`src/rtl/itp_pkg.sv`:
```
// ----------------------------------------------------------------------------
// itp_pkg
// Shared types, constants and helpers of the integer-to-text formatter.
// ----------------------------------------------------------------------------
package itp_pkg;

    // field width saturation and derived counter width
    localparam int MAX_WIDTH = 48;
    localparam int CW        = $clog2(MAX_WIDTH + 1);

    // number geometry
    localparam int VAL_W     = 32;
    localparam int RADIX_W   = 6;
    localparam int FW_W      = 6;
    localparam int PREC_W    = 6;
    localparam int FLAGS_W   = 7;
    localparam int CHAR_W    = 8;
    localparam int MAX_PREC  = 32;

    // digit buffer: one entry per quotient digit, at most one per value bit
    localparam int DIGITS    = 32;
    localparam int DIG_IDX_W = $clog2(DIGITS);
    localparam int ND_W      = $clog2(DIGITS + 1);

    // iterative divider: quotient bits retired per cycle
    localparam int DIV_BITS  = 8;
    localparam int DIV_STEPS = VAL_W / DIV_BITS;
    localparam int DIV_CNT_W = $clog2(DIV_STEPS);

    // job queue depth
    localparam int QDEPTH    = 2;
    localparam int QPTR_W    = $clog2(QDEPTH);
    localparam int QCNT_W    = $clog2(QDEPTH + 1);

    // format flag bit positions
    localparam int FL_ZERO   = 0;
    localparam int FL_SIGNED = 1;
    localparam int FL_PLUS   = 2;
    localparam int FL_SPACE  = 3;
    localparam int FL_LEFT   = 4;
    localparam int FL_PREFIX = 5;
    localparam int FL_LOWER  = 6;

    // radix codes with special handling
    localparam logic [RADIX_W-1:0] RADIX_MIN = 6'd2;
    localparam logic [RADIX_W-1:0] RADIX_MAX = 6'd36;
    localparam logic [RADIX_W-1:0] RADIX_OCT = 6'd8;
    localparam logic [RADIX_W-1:0] RADIX_HEX = 6'd16;

    // ascii codes
    localparam logic [CHAR_W-1:0] CH_NUL     = 8'h00;
    localparam logic [CHAR_W-1:0] CH_SPACE   = 8'h20;
    localparam logic [CHAR_W-1:0] CH_PLUS    = 8'h2B;
    localparam logic [CHAR_W-1:0] CH_MINUS   = 8'h2D;
    localparam logic [CHAR_W-1:0] CH_ZERO    = 8'h30;
    localparam logic [CHAR_W-1:0] CH_UPPER_A = 8'h41;
    localparam logic [CHAR_W-1:0] CH_LOWER_A = 8'h61;
    localparam logic [CHAR_W-1:0] CH_UPPER_X = 8'h58;
    localparam logic [CHAR_W-1:0] CH_LOWER_X = 8'h78;

    // sign position content
    typedef enum logic [1:0] {
        SIGN_NONE,
        SIGN_MINUS,
        SIGN_PLUS,
        SIGN_SPACE
    } t_sign;

    // classified job handed from front to back
    typedef struct packed {
        logic [VAL_W-1:0]   mag;
        logic [RADIX_W-1:0] radix;
        logic [CW-1:0]      width;
        logic [PREC_W-1:0]  prec;
        logic               zero;
        logic               left;
        logic               lower;
        t_sign              sign;
        logic [1:0]         pfx_len;
        logic               bad;
    } t_job;

    // divider request and response
    typedef struct packed {
        logic               start;
        logic [VAL_W-1:0]   dividend;
        logic [RADIX_W-1:0] divisor;
    } t_div_req;

    typedef struct packed {
        logic               done;
        logic [VAL_W-1:0]   quot;
        logic [RADIX_W-1:0] rem;
    } t_div_rsp;

    // digit value to ascii, upper or lower case letters
    function automatic logic [CHAR_W-1:0] digit_char(input logic [RADIX_W-1:0] d,
                                                     input logic lower);
        logic [CHAR_W-1:0] base;
        base = lower ? CH_LOWER_A : CH_UPPER_A;
        if (d < 6'd10)
            digit_char = CH_ZERO + {2'b00, d};
        else
            digit_char = base + {2'b00, d} - 8'd10;
    endfunction

endpackage

```
`src/rtl/itp_if.sv`:
```
// ----------------------------------------------------------------------------
// itp_in_if / itp_out_if
// Valid/ready channels for number items in and text characters out.
// ----------------------------------------------------------------------------
interface itp_in_if;
    logic                        valid;
    logic                        ready;
    logic [itp_pkg::VAL_W-1:0]   value;
    logic [itp_pkg::RADIX_W-1:0] radix;
    logic [itp_pkg::FW_W-1:0]    text_width;
    logic [itp_pkg::PREC_W-1:0]  min_digits;
    logic [itp_pkg::FLAGS_W-1:0] format_flags;

    modport source (output valid, value, radix, text_width, min_digits, format_flags,
                    input ready);
    modport sink   (input valid, value, radix, text_width, min_digits, format_flags,
                    output ready);
endinterface

interface itp_out_if;
    logic                       valid;
    logic                       ready;
    logic [itp_pkg::CHAR_W-1:0] out_char;
    logic                       last;
    logic                       bad_radix;

    modport source (output valid, out_char, last, bad_radix, input ready);
    modport sink   (input valid, out_char, last, bad_radix, output ready);
endinterface

```
`src/rtl/itp_front.sv`:
```
// ----------------------------------------------------------------------------
// itp_front
// Accepts number items and classifies them: saturation, sign, prefix, radix check.
// ----------------------------------------------------------------------------
module itp_front (
    itp_in_if.sink          i_in,
    output logic            o_job_valid,
    output itp_pkg::t_job   o_job,
    input  logic            i_job_ready
);

    logic [6:0]                  fw_ext;
    logic [itp_pkg::FLAGS_W-1:0] fl;
    logic                        neg;
    logic                        left;

    // handshake passes straight to the queue
    assign o_job_valid = i_in.valid;
    assign i_in.ready  = i_job_ready;

    assign fl     = i_in.format_flags;
    assign left   = fl[itp_pkg::FL_LEFT];
    assign neg    = fl[itp_pkg::FL_SIGNED] & i_in.value[itp_pkg::VAL_W-1];
    assign fw_ext = {1'b0, i_in.text_width};

    // classification
    always_comb begin
        o_job.mag   = neg ? (32'd0 - i_in.value) : i_in.value;
        o_job.radix = i_in.radix;
        if (fw_ext > 7'(itp_pkg::MAX_WIDTH))
            o_job.width = itp_pkg::CW'(itp_pkg::MAX_WIDTH);
        else
            o_job.width = itp_pkg::CW'(fw_ext);
        if (i_in.min_digits > 6'(itp_pkg::MAX_PREC))
            o_job.prec = 6'(itp_pkg::MAX_PREC);
        else
            o_job.prec = i_in.min_digits;
        o_job.zero  = fl[itp_pkg::FL_ZERO] & ~left;
        o_job.left  = left;
        o_job.lower = fl[itp_pkg::FL_LOWER];
        if (neg)
            o_job.sign = itp_pkg::SIGN_MINUS;
        else if (fl[itp_pkg::FL_PLUS])
            o_job.sign = itp_pkg::SIGN_PLUS;
        else if (fl[itp_pkg::FL_SPACE])
            o_job.sign = itp_pkg::SIGN_SPACE;
        else
            o_job.sign = itp_pkg::SIGN_NONE;
        if (fl[itp_pkg::FL_PREFIX] && i_in.radix == itp_pkg::RADIX_HEX)
            o_job.pfx_len = 2'd2;
        else if (fl[itp_pkg::FL_PREFIX] && i_in.radix == itp_pkg::RADIX_OCT)
            o_job.pfx_len = 2'd1;
        else
            o_job.pfx_len = 2'd0;
        o_job.bad = (i_in.radix < itp_pkg::RADIX_MIN) || (i_in.radix > itp_pkg::RADIX_MAX);
    end

endmodule

```
`src/rtl/itp_queue.sv`:
```
// ----------------------------------------------------------------------------
// itp_queue
// Short job queue between the front and the back.
// ----------------------------------------------------------------------------
module itp_queue (
    input  logic            i_clk,
    input  logic            i_rst_n,
    input  logic            i_push_valid,
    output logic            o_push_ready,
    input  itp_pkg::t_job   i_push_job,
    output logic            o_pop_valid,
    input  logic            i_pop_ready,
    output itp_pkg::t_job   o_pop_job
);

    itp_pkg::t_job                r_mem [itp_pkg::QDEPTH];
    logic [itp_pkg::QPTR_W-1:0]   r_wr;
    logic [itp_pkg::QPTR_W-1:0]   r_rd;
    logic [itp_pkg::QCNT_W-1:0]   r_count;
    logic                         push;
    logic                         pop;

    assign o_push_ready = (r_count != itp_pkg::QCNT_W'(itp_pkg::QDEPTH));
    assign o_pop_valid  = (r_count != '0);
    assign o_pop_job    = r_mem[r_rd];
    assign push         = i_push_valid & o_push_ready;
    assign pop          = o_pop_valid & i_pop_ready;

    // storage
    always_ff @(posedge i_clk) begin
        if (push)
            r_mem[r_wr] <= i_push_job;
    end

    // pointers and fill level
    always_ff @(posedge i_clk) begin
        if (!i_rst_n) begin
            r_wr    <= '0;
            r_rd    <= '0;
            r_count <= '0;
        end else begin
            if (push)
                r_wr <= (r_wr == itp_pkg::QPTR_W'(itp_pkg::QDEPTH - 1)) ? '0 : r_wr + 1'b1;
            if (pop)
                r_rd <= (r_rd == itp_pkg::QPTR_W'(itp_pkg::QDEPTH - 1)) ? '0 : r_rd + 1'b1;
            if (push && !pop)
                r_count <= r_count + 1'b1;
            else if (pop && !push)
                r_count <= r_count - 1'b1;
        end
    end

endmodule

```
`src/rtl/itp_divider.sv`:
```
// ----------------------------------------------------------------------------
// itp_divider
// Iterative restoring divider, 32-bit dividend by the radix, 8 bits a cycle.
// ----------------------------------------------------------------------------
module itp_divider (
    input  logic              i_clk,
    input  logic              i_rst_n,
    input  itp_pkg::t_div_req i_req,
    output itp_pkg::t_div_rsp o_rsp
);

    logic [itp_pkg::VAL_W-1:0]     r_work;
    logic [itp_pkg::RADIX_W-1:0]   r_rem;
    logic [itp_pkg::RADIX_W-1:0]   r_dvs;
    logic [itp_pkg::DIV_CNT_W-1:0] r_cnt;
    logic                          r_busy;
    logic                          r_done;
    logic [itp_pkg::VAL_W-1:0]     n_work;
    logic [itp_pkg::RADIX_W-1:0]   n_rem;

    // one group of restoring steps
    always_comb begin
        logic [itp_pkg::RADIX_W:0] trial;
        n_work = r_work;
        n_rem  = r_rem;
        for (int s = 0; s < itp_pkg::DIV_BITS; s++) begin
            trial  = {n_rem, n_work[itp_pkg::VAL_W-1]};
            n_work = {n_work[itp_pkg::VAL_W-2:0], 1'b0};
            if (trial >= {1'b0, r_dvs}) begin
                n_rem     = itp_pkg::RADIX_W'(trial - {1'b0, r_dvs});
                n_work[0] = 1'b1;
            end else begin
                n_rem = itp_pkg::RADIX_W'(trial);
            end
        end
    end

    // iteration control
    always_ff @(posedge i_clk) begin
        if (!i_rst_n) begin
            r_busy <= 1'b0;
            r_done <= 1'b0;
            r_cnt  <= '0;
        end else begin
            r_done <= 1'b0;
            if (i_req.start) begin
                r_busy <= 1'b1;
                r_cnt  <= '0;
            end else if (r_busy) begin
                r_cnt <= r_cnt + 1'b1;
                if (r_cnt == itp_pkg::DIV_CNT_W'(itp_pkg::DIV_STEPS - 1)) begin
                    r_busy <= 1'b0;
                    r_done <= 1'b1;
                end
            end
        end
    end

    // datapath
    always_ff @(posedge i_clk) begin
        if (i_req.start) begin
            r_work <= i_req.dividend;
            r_rem  <= '0;
            r_dvs  <= i_req.divisor;
        end else if (r_busy) begin
            r_work <= n_work;
            r_rem  <= n_rem;
        end
    end

    assign o_rsp.done = r_done;
    assign o_rsp.quot = r_work;
    assign o_rsp.rem  = r_rem;

endmodule

```
`src/rtl/itp_back.sv`:
```
// ----------------------------------------------------------------------------
// itp_back
// Converts a job to digits, lays out the field and emits it one character a time.
// ----------------------------------------------------------------------------
module itp_back (
    input  logic              i_clk,
    input  logic              i_rst_n,
    input  logic              i_job_valid,
    output logic              o_job_ready,
    input  itp_pkg::t_job     i_job,
    output itp_pkg::t_div_req o_div_req,
    input  itp_pkg::t_div_rsp i_div_rsp,
    itp_out_if.source         o_out
);

    typedef enum logic [1:0] {
        S_IDLE,
        S_DIV,
        S_PLAN,
        S_EMIT
    } t_state;

    t_state                         r_state;
    itp_pkg::t_job                  r_job;
    logic [itp_pkg::RADIX_W-1:0]    r_digits [itp_pkg::DIGITS];
    logic [itp_pkg::ND_W-1:0]       r_nd;
    logic                           r_div_start;
    logic [itp_pkg::VAL_W-1:0]      r_dvd;
    logic [itp_pkg::CW-1:0]         r_b1, r_b2, r_b3, r_b5, r_b6, r_total;
    logic [itp_pkg::CW-1:0]         r_pos;
    logic                           r_ovalid;
    logic [itp_pkg::CHAR_W-1:0]     r_char;
    logic                           r_last;
    logic                           r_bad;

    logic [itp_pkg::CW-1:0]         precp, content, pad, p_b1, p_b2, p_b3, p_b4, p_b5, p_b6;
    logic [itp_pkg::CW-1:0]         p_total, nd_ext, dig_off;
    logic [itp_pkg::CHAR_W-1:0]     cur_char, sign_char;
    logic                           out_free;
    logic                           is_last;

    assign o_job_ready = (r_state == S_IDLE);
    assign out_free    = !r_ovalid || o_out.ready;

    assign o_div_req.start    = r_div_start;
    assign o_div_req.dividend = r_dvd;
    assign o_div_req.divisor  = r_job.radix;

    // field layout: region boundaries from digit count and format
    always_comb begin
        nd_ext  = itp_pkg::CW'(r_nd);
        precp   = (nd_ext > itp_pkg::CW'(r_job.prec)) ? nd_ext : itp_pkg::CW'(r_job.prec);
        content = precp + itp_pkg::CW'(r_job.pfx_len)
                + itp_pkg::CW'(r_job.sign != itp_pkg::SIGN_NONE);
        pad     = (r_job.width > content) ? (r_job.width - content) : '0;
        p_b1    = (!r_job.zero && !r_job.left) ? pad : '0;
        p_b2    = p_b1 + itp_pkg::CW'(r_job.sign != itp_pkg::SIGN_NONE);
        p_b3    = p_b2 + itp_pkg::CW'(r_job.pfx_len);
        p_b4    = p_b3 + (r_job.zero ? pad : '0);
        p_b5    = p_b4 + (precp - nd_ext);
        p_b6    = p_b4 + precp;
        p_total = p_b6 + (r_job.left ? pad : '0);
    end

    // sign character
    always_comb begin
        unique case (r_job.sign)
            itp_pkg::SIGN_MINUS: sign_char = itp_pkg::CH_MINUS;
            itp_pkg::SIGN_PLUS:  sign_char = itp_pkg::CH_PLUS;
            itp_pkg::SIGN_SPACE: sign_char = itp_pkg::CH_SPACE;
            itp_pkg::SIGN_NONE:  sign_char = itp_pkg::CH_NUL;
            default:             sign_char = itp_pkg::CH_NUL;
        endcase
    end

    // character at the current position, digits read most significant first
    always_comb begin
        dig_off = r_b6 - r_pos - 1'b1;
        if (r_pos < r_b1)
            cur_char = itp_pkg::CH_SPACE;
        else if (r_pos < r_b2)
            cur_char = sign_char;
        else if (r_pos < r_b3)
            cur_char = (r_pos == r_b2) ? itp_pkg::CH_ZERO
                     : (r_job.lower ? itp_pkg::CH_LOWER_X : itp_pkg::CH_UPPER_X);
        else if (r_pos < r_b5)
            cur_char = itp_pkg::CH_ZERO;
        else if (r_pos < r_b6)
            cur_char = itp_pkg::digit_char(r_digits[dig_off[itp_pkg::DIG_IDX_W-1:0]],
                                           r_job.lower);
        else
            cur_char = itp_pkg::CH_SPACE;
        is_last = (r_pos + 1'b1 == r_total);
    end

    // digit buffer
    always_ff @(posedge i_clk) begin
        if (r_state == S_DIV && i_div_rsp.done)
            r_digits[r_nd[itp_pkg::DIG_IDX_W-1:0]] <= i_div_rsp.rem;
    end

    // sequencer and output register
    always_ff @(posedge i_clk) begin
        if (!i_rst_n) begin
            r_state     <= S_IDLE;
            r_div_start <= 1'b0;
            r_ovalid    <= 1'b0;
        end else begin
            r_div_start <= 1'b0;
            if (r_ovalid && o_out.ready)
                r_ovalid <= 1'b0;
            unique case (r_state)
                S_IDLE: begin
                    if (i_job_valid) begin
                        r_job <= i_job;
                        r_dvd <= i_job.mag;
                        r_nd  <= '0;
                        if (i_job.bad) begin
                            r_state <= S_PLAN;
                        end else begin
                            r_div_start <= 1'b1;
                            r_state     <= S_DIV;
                        end
                    end
                end
                S_DIV: begin
                    if (i_div_rsp.done) begin
                        r_nd <= r_nd + 1'b1;
                        if (i_div_rsp.quot == '0) begin
                            r_state <= S_PLAN;
                        end else begin
                            r_dvd       <= i_div_rsp.quot;
                            r_div_start <= 1'b1;
                        end
                    end
                end
                S_PLAN: begin
                    r_pos <= '0;
                    if (r_job.bad) begin
                        r_b1    <= '0;
                        r_b2    <= '0;
                        r_b3    <= '0;
                        r_b5    <= '0;
                        r_b6    <= '0;
                        r_total <= itp_pkg::CW'(1);
                    end else begin
                        r_b1    <= p_b1;
                        r_b2    <= p_b2;
                        r_b3    <= p_b3;
                        r_b5    <= p_b5;
                        r_b6    <= p_b6;
                        r_total <= p_total;
                    end
                    r_state <= S_EMIT;
                end
                S_EMIT: begin
                    if (out_free) begin
                        r_ovalid <= 1'b1;
                        r_char   <= r_job.bad ? itp_pkg::CH_NUL : cur_char;
                        r_last   <= is_last;
                        r_bad    <= r_job.bad;
                        r_pos    <= r_pos + 1'b1;
                        if (is_last)
                            r_state <= S_IDLE;
                    end
                end
                default: r_state <= S_IDLE;
            endcase
        end
    end

    assign o_out.valid     = r_ovalid;
    assign o_out.out_char  = r_char;
    assign o_out.last      = r_last;
    assign o_out.bad_radix = r_bad;

endmodule

```
`src/rtl/integer_to_padded_text.sv`:
```
// ----------------------------------------------------------------------------
// integer_to_padded_text
// Formats a 32-bit integer as padded text in radix 2 to 36, one character per item.
// ----------------------------------------------------------------------------
// Each number item comes back as a run of character items, the final one marked
// by last; an invalid radix gives a single item with bad_radix set and char 0.
// The front classifies items and parks up to two in a queue, so the input keeps
// flowing while the back works. The back handles one number at a time: each digit
// takes a start, a load and the groups of 8 quotient bits of the iterative divider,
// then comes a layout step, then one character per cycle when the output is not
// stalled, and a return to idle to take the next job. An invalid radix skips the
// divider and goes straight to the layout step.
// ----------------------------------------------------------------------------
module integer_to_padded_text (
    input  logic      i_clk,
    input  logic      i_rst_n,
    itp_in_if.sink    i_in,
    itp_out_if.source o_out
);

    logic              front_valid;
    logic              front_ready;
    itp_pkg::t_job     front_job;
    logic              job_valid;
    logic              job_ready;
    itp_pkg::t_job     job;
    itp_pkg::t_div_req div_req;
    itp_pkg::t_div_rsp div_rsp;

    // classification
    itp_front u_front (
        .i_in        (i_in),
        .o_job_valid (front_valid),
        .o_job       (front_job),
        .i_job_ready (front_ready)
    );

    // decoupling queue
    itp_queue u_queue (
        .i_clk        (i_clk),
        .i_rst_n      (i_rst_n),
        .i_push_valid (front_valid),
        .o_push_ready (front_ready),
        .i_push_job   (front_job),
        .o_pop_valid  (job_valid),
        .i_pop_ready  (job_ready),
        .o_pop_job    (job)
    );

    // digit extraction
    itp_divider u_divider (
        .i_clk   (i_clk),
        .i_rst_n (i_rst_n),
        .i_req   (div_req),
        .o_rsp   (div_rsp)
    );

    // layout and emission
    itp_back u_back (
        .i_clk       (i_clk),
        .i_rst_n     (i_rst_n),
        .i_job_valid (job_valid),
        .o_job_ready (job_ready),
        .i_job       (job),
        .o_div_req   (div_req),
        .i_div_rsp   (div_rsp),
        .o_out       (o_out)
    );

endmodule

```
`src/flat_wrapper.sv`:
```
// flat-port wrapper written by rule: the top's interface ports become plain ports
module integer_to_padded_text_flat 
  (i_clk, i_rst_n, i_in_valid, i_in_value, i_in_radix, i_in_text_width, i_in_min_digits, i_in_format_flags, i_in_ready, o_out_valid, o_out_out_char, o_out_last, o_out_bad_radix, o_out_ready);
  itp_in_if i_in_i ();
  itp_out_if o_out_i ();
  input  logic i_clk;
  input  logic i_rst_n;
  input wire logic [$bits(i_in_i.valid)-1:0] i_in_valid;
  input wire logic [$bits(i_in_i.value)-1:0] i_in_value;
  input wire logic [$bits(i_in_i.radix)-1:0] i_in_radix;
  input wire logic [$bits(i_in_i.text_width)-1:0] i_in_text_width;
  input wire logic [$bits(i_in_i.min_digits)-1:0] i_in_min_digits;
  input wire logic [$bits(i_in_i.format_flags)-1:0] i_in_format_flags;
  output wire logic [$bits(i_in_i.ready)-1:0] i_in_ready;
  output wire logic [$bits(o_out_i.valid)-1:0] o_out_valid;
  output wire logic [$bits(o_out_i.out_char)-1:0] o_out_out_char;
  output wire logic [$bits(o_out_i.last)-1:0] o_out_last;
  output wire logic [$bits(o_out_i.bad_radix)-1:0] o_out_bad_radix;
  input wire logic [$bits(o_out_i.ready)-1:0] o_out_ready;
  assign i_in_i.valid = i_in_valid;
  assign i_in_i.value = i_in_value;
  assign i_in_i.radix = i_in_radix;
  assign i_in_i.text_width = i_in_text_width;
  assign i_in_i.min_digits = i_in_min_digits;
  assign i_in_i.format_flags = i_in_format_flags;
  assign i_in_ready = i_in_i.ready;
  assign o_out_valid = o_out_i.valid;
  assign o_out_out_char = o_out_i.out_char;
  assign o_out_last = o_out_i.last;
  assign o_out_bad_radix = o_out_i.bad_radix;
  assign o_out_i.ready = o_out_ready;
  integer_to_padded_text u_core (.i_clk(i_clk), .i_rst_n(i_rst_n), .i_in(i_in_i), .o_out(o_out_i));
endmodule
```
`config.mk`:
```
export PLATFORM = sky130hd
export DESIGN_NAME = integer_to_padded_text_flat
export DESIGN_NICKNAME = d
export VERILOG_FILES = /design/src/rtl/itp_pkg.sv /design/src/rtl/itp_if.sv /design/src/rtl/itp_front.sv /design/src/rtl/itp_queue.sv /design/src/rtl/itp_divider.sv /design/src/rtl/itp_back.sv /design/src/rtl/integer_to_padded_text.sv /design/src/flat_wrapper.sv
export SDC_FILE = /design/constraint.sdc
export NUM_CORES = 1
export LEC_CHECK = 0
export ABC_AREA = 1
export BUFFER_PORTS_ARGS = -buffer_cell sky130_fd_sc_hd__clkbuf_2
export CORE_AREA = 2 2 229 209
export DETAILED_ROUTE_END_ITERATION = 7
export DIE_AREA = 0 0 231 211
export PLACE_DENSITY_LB_ADDON = 0.12
export SYNTH_ARGS = -nofsm -noshare
export SYNTH_HDL_FRONTEND = slang
export SYNTH_SLANG_ARGS = --single-unit
```
`constraint.sdc`:
```
create_clock -name i_clk -period 27 [get_ports i_clk]
set_clock_uncertainty 0.05 [all_clocks]
set_input_delay 5.4 -clock i_clk [delete_from_list [all_inputs] [get_ports i_clk]]
set_output_delay 5.4 -clock i_clk [all_outputs]
set_load 0.01 [all_outputs]
```
==> impl_results.md <==
* Outcome: completed
* Slowest stage cell on the critical path: edfxtp_1
* Hold Slack at 0.369 ns
* Yosys top cell by area: edfxtp_1
* Crit-path leading delay family: compound AO/OA/AOI/OAI gates
* Nets at roughly 2800
* Required @ worst endpoint at 27.27 ns
* Fraction of layout cells with a size suffix above 1 at under 10%
* Simple-gate share of the synthesized area at between 15 and 20%
* Synth cell types at 49
* Antenna Cells at 0
* Avg Synthesized Cell Area at 10.2 µm²
* Post-Route WL at 58300 µm
* Area of the multi-input gates at 0.00957 mm²
* Worst-Skew Late Latency at 0.59 ns
* Clock-pin slew on the worst setup and hold paths at 0.06 ns
* Number of port buffers at 72
* Largest net degree at the start of global routing at 97
* Ys async rst share at 0%
* Fin. Hold Viols at 0
* # DRC at 0
* First-pass GRT wire length at between 90000 and 100000 µm
* PostCTS Resize Cnt at 0
* DR vias at 17600
* Most instantiated library cell after synthesis: edfxtp_1
* Worst setup startpoint: u_core.u_divider.r_dvs[1]
* GRT Total Usage at around 24%
* Hold buffers post-CTS at 0
* Vias in the first global route at 17200
* Fin crit share at 53.7%
* RSZ-0062 raised after global routing: no
* #FFs+latches synth at 481
* XOR/XNOR Fraction of Synth Area at 3.22%
* FF/Latch Area at 0.0143 mm²
* Initial antenna violation count at 0
* Adder-cell share of the synthesized area at 8.78%
* Post-DR vias/cell at between 5 and 6
* Setup crit end kind: flip-flop
* Synth Area in Compound Gates at 10.5%
* Synth Net Count at 2713
* CP max FO at 12
* Final Wtd Congestion at ~0.86
* Pre-Repair DR Iteration Count at 8
* CTS tree: done
* Fmax at about 69 MHz
* Max Cap Viol at 0
* HPWL Detailed at 40700 µm
* Max_slew headroom at 17.4%
* CP startpoint kind: flip-flop
* Largest cells by area after synthesis: edfxtp_1, ha_1, nand2_1
* Synth Warn # at 0
* Buf+Inv Stages, Crit Path at 12
* Antenna viol nets, final at 0
* Detailed Route Iter0 Violations at 1526
* Reg-to-Reg Start: u_core.u_divider.r_dvs[1]
* Grt ovf at 0
* CORE AREA at about 0.046 mm²
* Crit-path max cell delay at 0.64 ns
* Hold path startpoint: u_core.u_back.o_div_req[3]
* Post-synth EDFFs at 462
* Root buffer cell: clkbuf_16
* Die Wd at 231 µm
* Top_reg_cell synth: edfxtp_1
* Post-route setup TNS at 0 ns
* Crit Path Class: flip-flop to flip-flop
* Final core occ at about three fifths
* Fin crit period at 14.51 ns
* Final Setup Violations at 0
* Die extent in y at 211 µm
* Post-Syn Instances at 2488
* Max-slew violation count at 0
* Most used cell, CP: nand2_1
* Setup bufs post-CTS at 0
* Worst-case clock buffer depth at 3
* Seq/Total Area, Yosys at 56.4%
* Synth top area share at 54.9%
* Worst Path Arrival at 14.78 ns
* Mux contribution to synthesized area at 0.0892%
* P&R area growth vs syn at 10.4%
* Largest family of logic cells by synthesized area: simple AND/OR/NAND/NOR gates
* HP Class: flip-flop to flip-flop
* Total CTS buffers at between 40 and 50
* Mapped Area at 0.0253 mm²
* # rows at 75
* Clock Sinks at between 400 and 500
* Io pins at 73
* Top cells by instance count after synthesis: edfxtp_1, nand2_1, inv_1, nor2_1, o21ai_0
* Worst slew pin tran at 1.23 ns
* FILL cells at 3849
* Htree depth at 2
* Starting Density at 54.7%
* WL/cell at 18.1 µm
* Die area at 0.0487 mm²
[layout by cell type (no fill, tap or decap), drive strengths merged, types with 55 or more instances in the layout]
cell type,count
a21oi,120
clkbuf,133
edfxtp,462
ha,142
inv,317
nand2,454
nand3,87
nor2,293
o21ai,179
xor2,55
[metrics by stage]
stage                     cells  worst slack [ns]  area (µm²)
after floorplan            2488             14.64       25300
after global placement     3125             13.15       26300
after detailed placement   3125             12.63       26300
after CTS                  3217             12.61       27900
after global routing       3217             10.78       27900
final                      3217             12.49       27900
[area by class of cell]
type | instances | share of cell area [%]
Timing Repair Buffer | 97 | 1.96
Tap cell | 616 | 2.76
Multi-Input combinational cell | 1616 | 34.3
Sequential cell | 481 | 51.1
Clock inverter | 31 | 1.04
Clock buffer | 61 | 4.56
Inverter | 315 | 4.24
[registers in the layout, summed over array words and instances (netlist names), 8 cells and up, named ones only]
signal,flops
u_core.u_back.r_job,20
u_core.u_divider.r_work,32
u_core.u_back.r_dvd,32
u_core.u_back.r_digits,192
u_core.u_back.o_out.out_char,8
u_core.u_queue.r_mem,116
[final timing paths]
check	slack (ns)	cells after the start	to
min	0.37	0	u_core.u_divider.r_dvs[3]
max reg2reg	12.49	82	u_core.u_divider.r_work[0]
min reg2reg	0.37	0	u_core.u_divider.r_dvs[3]
max	12.49	82	u_core.u_divider.r_work[0]
[layer usage]
metal / up-vias / part of all wire [%] / GRT usage, %
met5: - / 0 / 0
met2: 404 / 48 / 40.3
li1: 8685 / - / -
met1: 8386 / 45 / 33.0
met3: 77 / 4.9 / 3.89
met4: 0 / 2.5 / 7.32
[kinds of logic after synthesis]
| family | count (synthesis) |
|---|---|
| compound gates | 458 |
| xor+xnor | 93 |
| fa+ha+maj | 164 |
| flops | 481 |
| mux | 2 |
| buf+inv | 391 |
| simple gates | 899 |
Power is left out: the tool's default activity adds up to more than one toggle a clock period on the data nets, which glitch-free logic cannot reach.
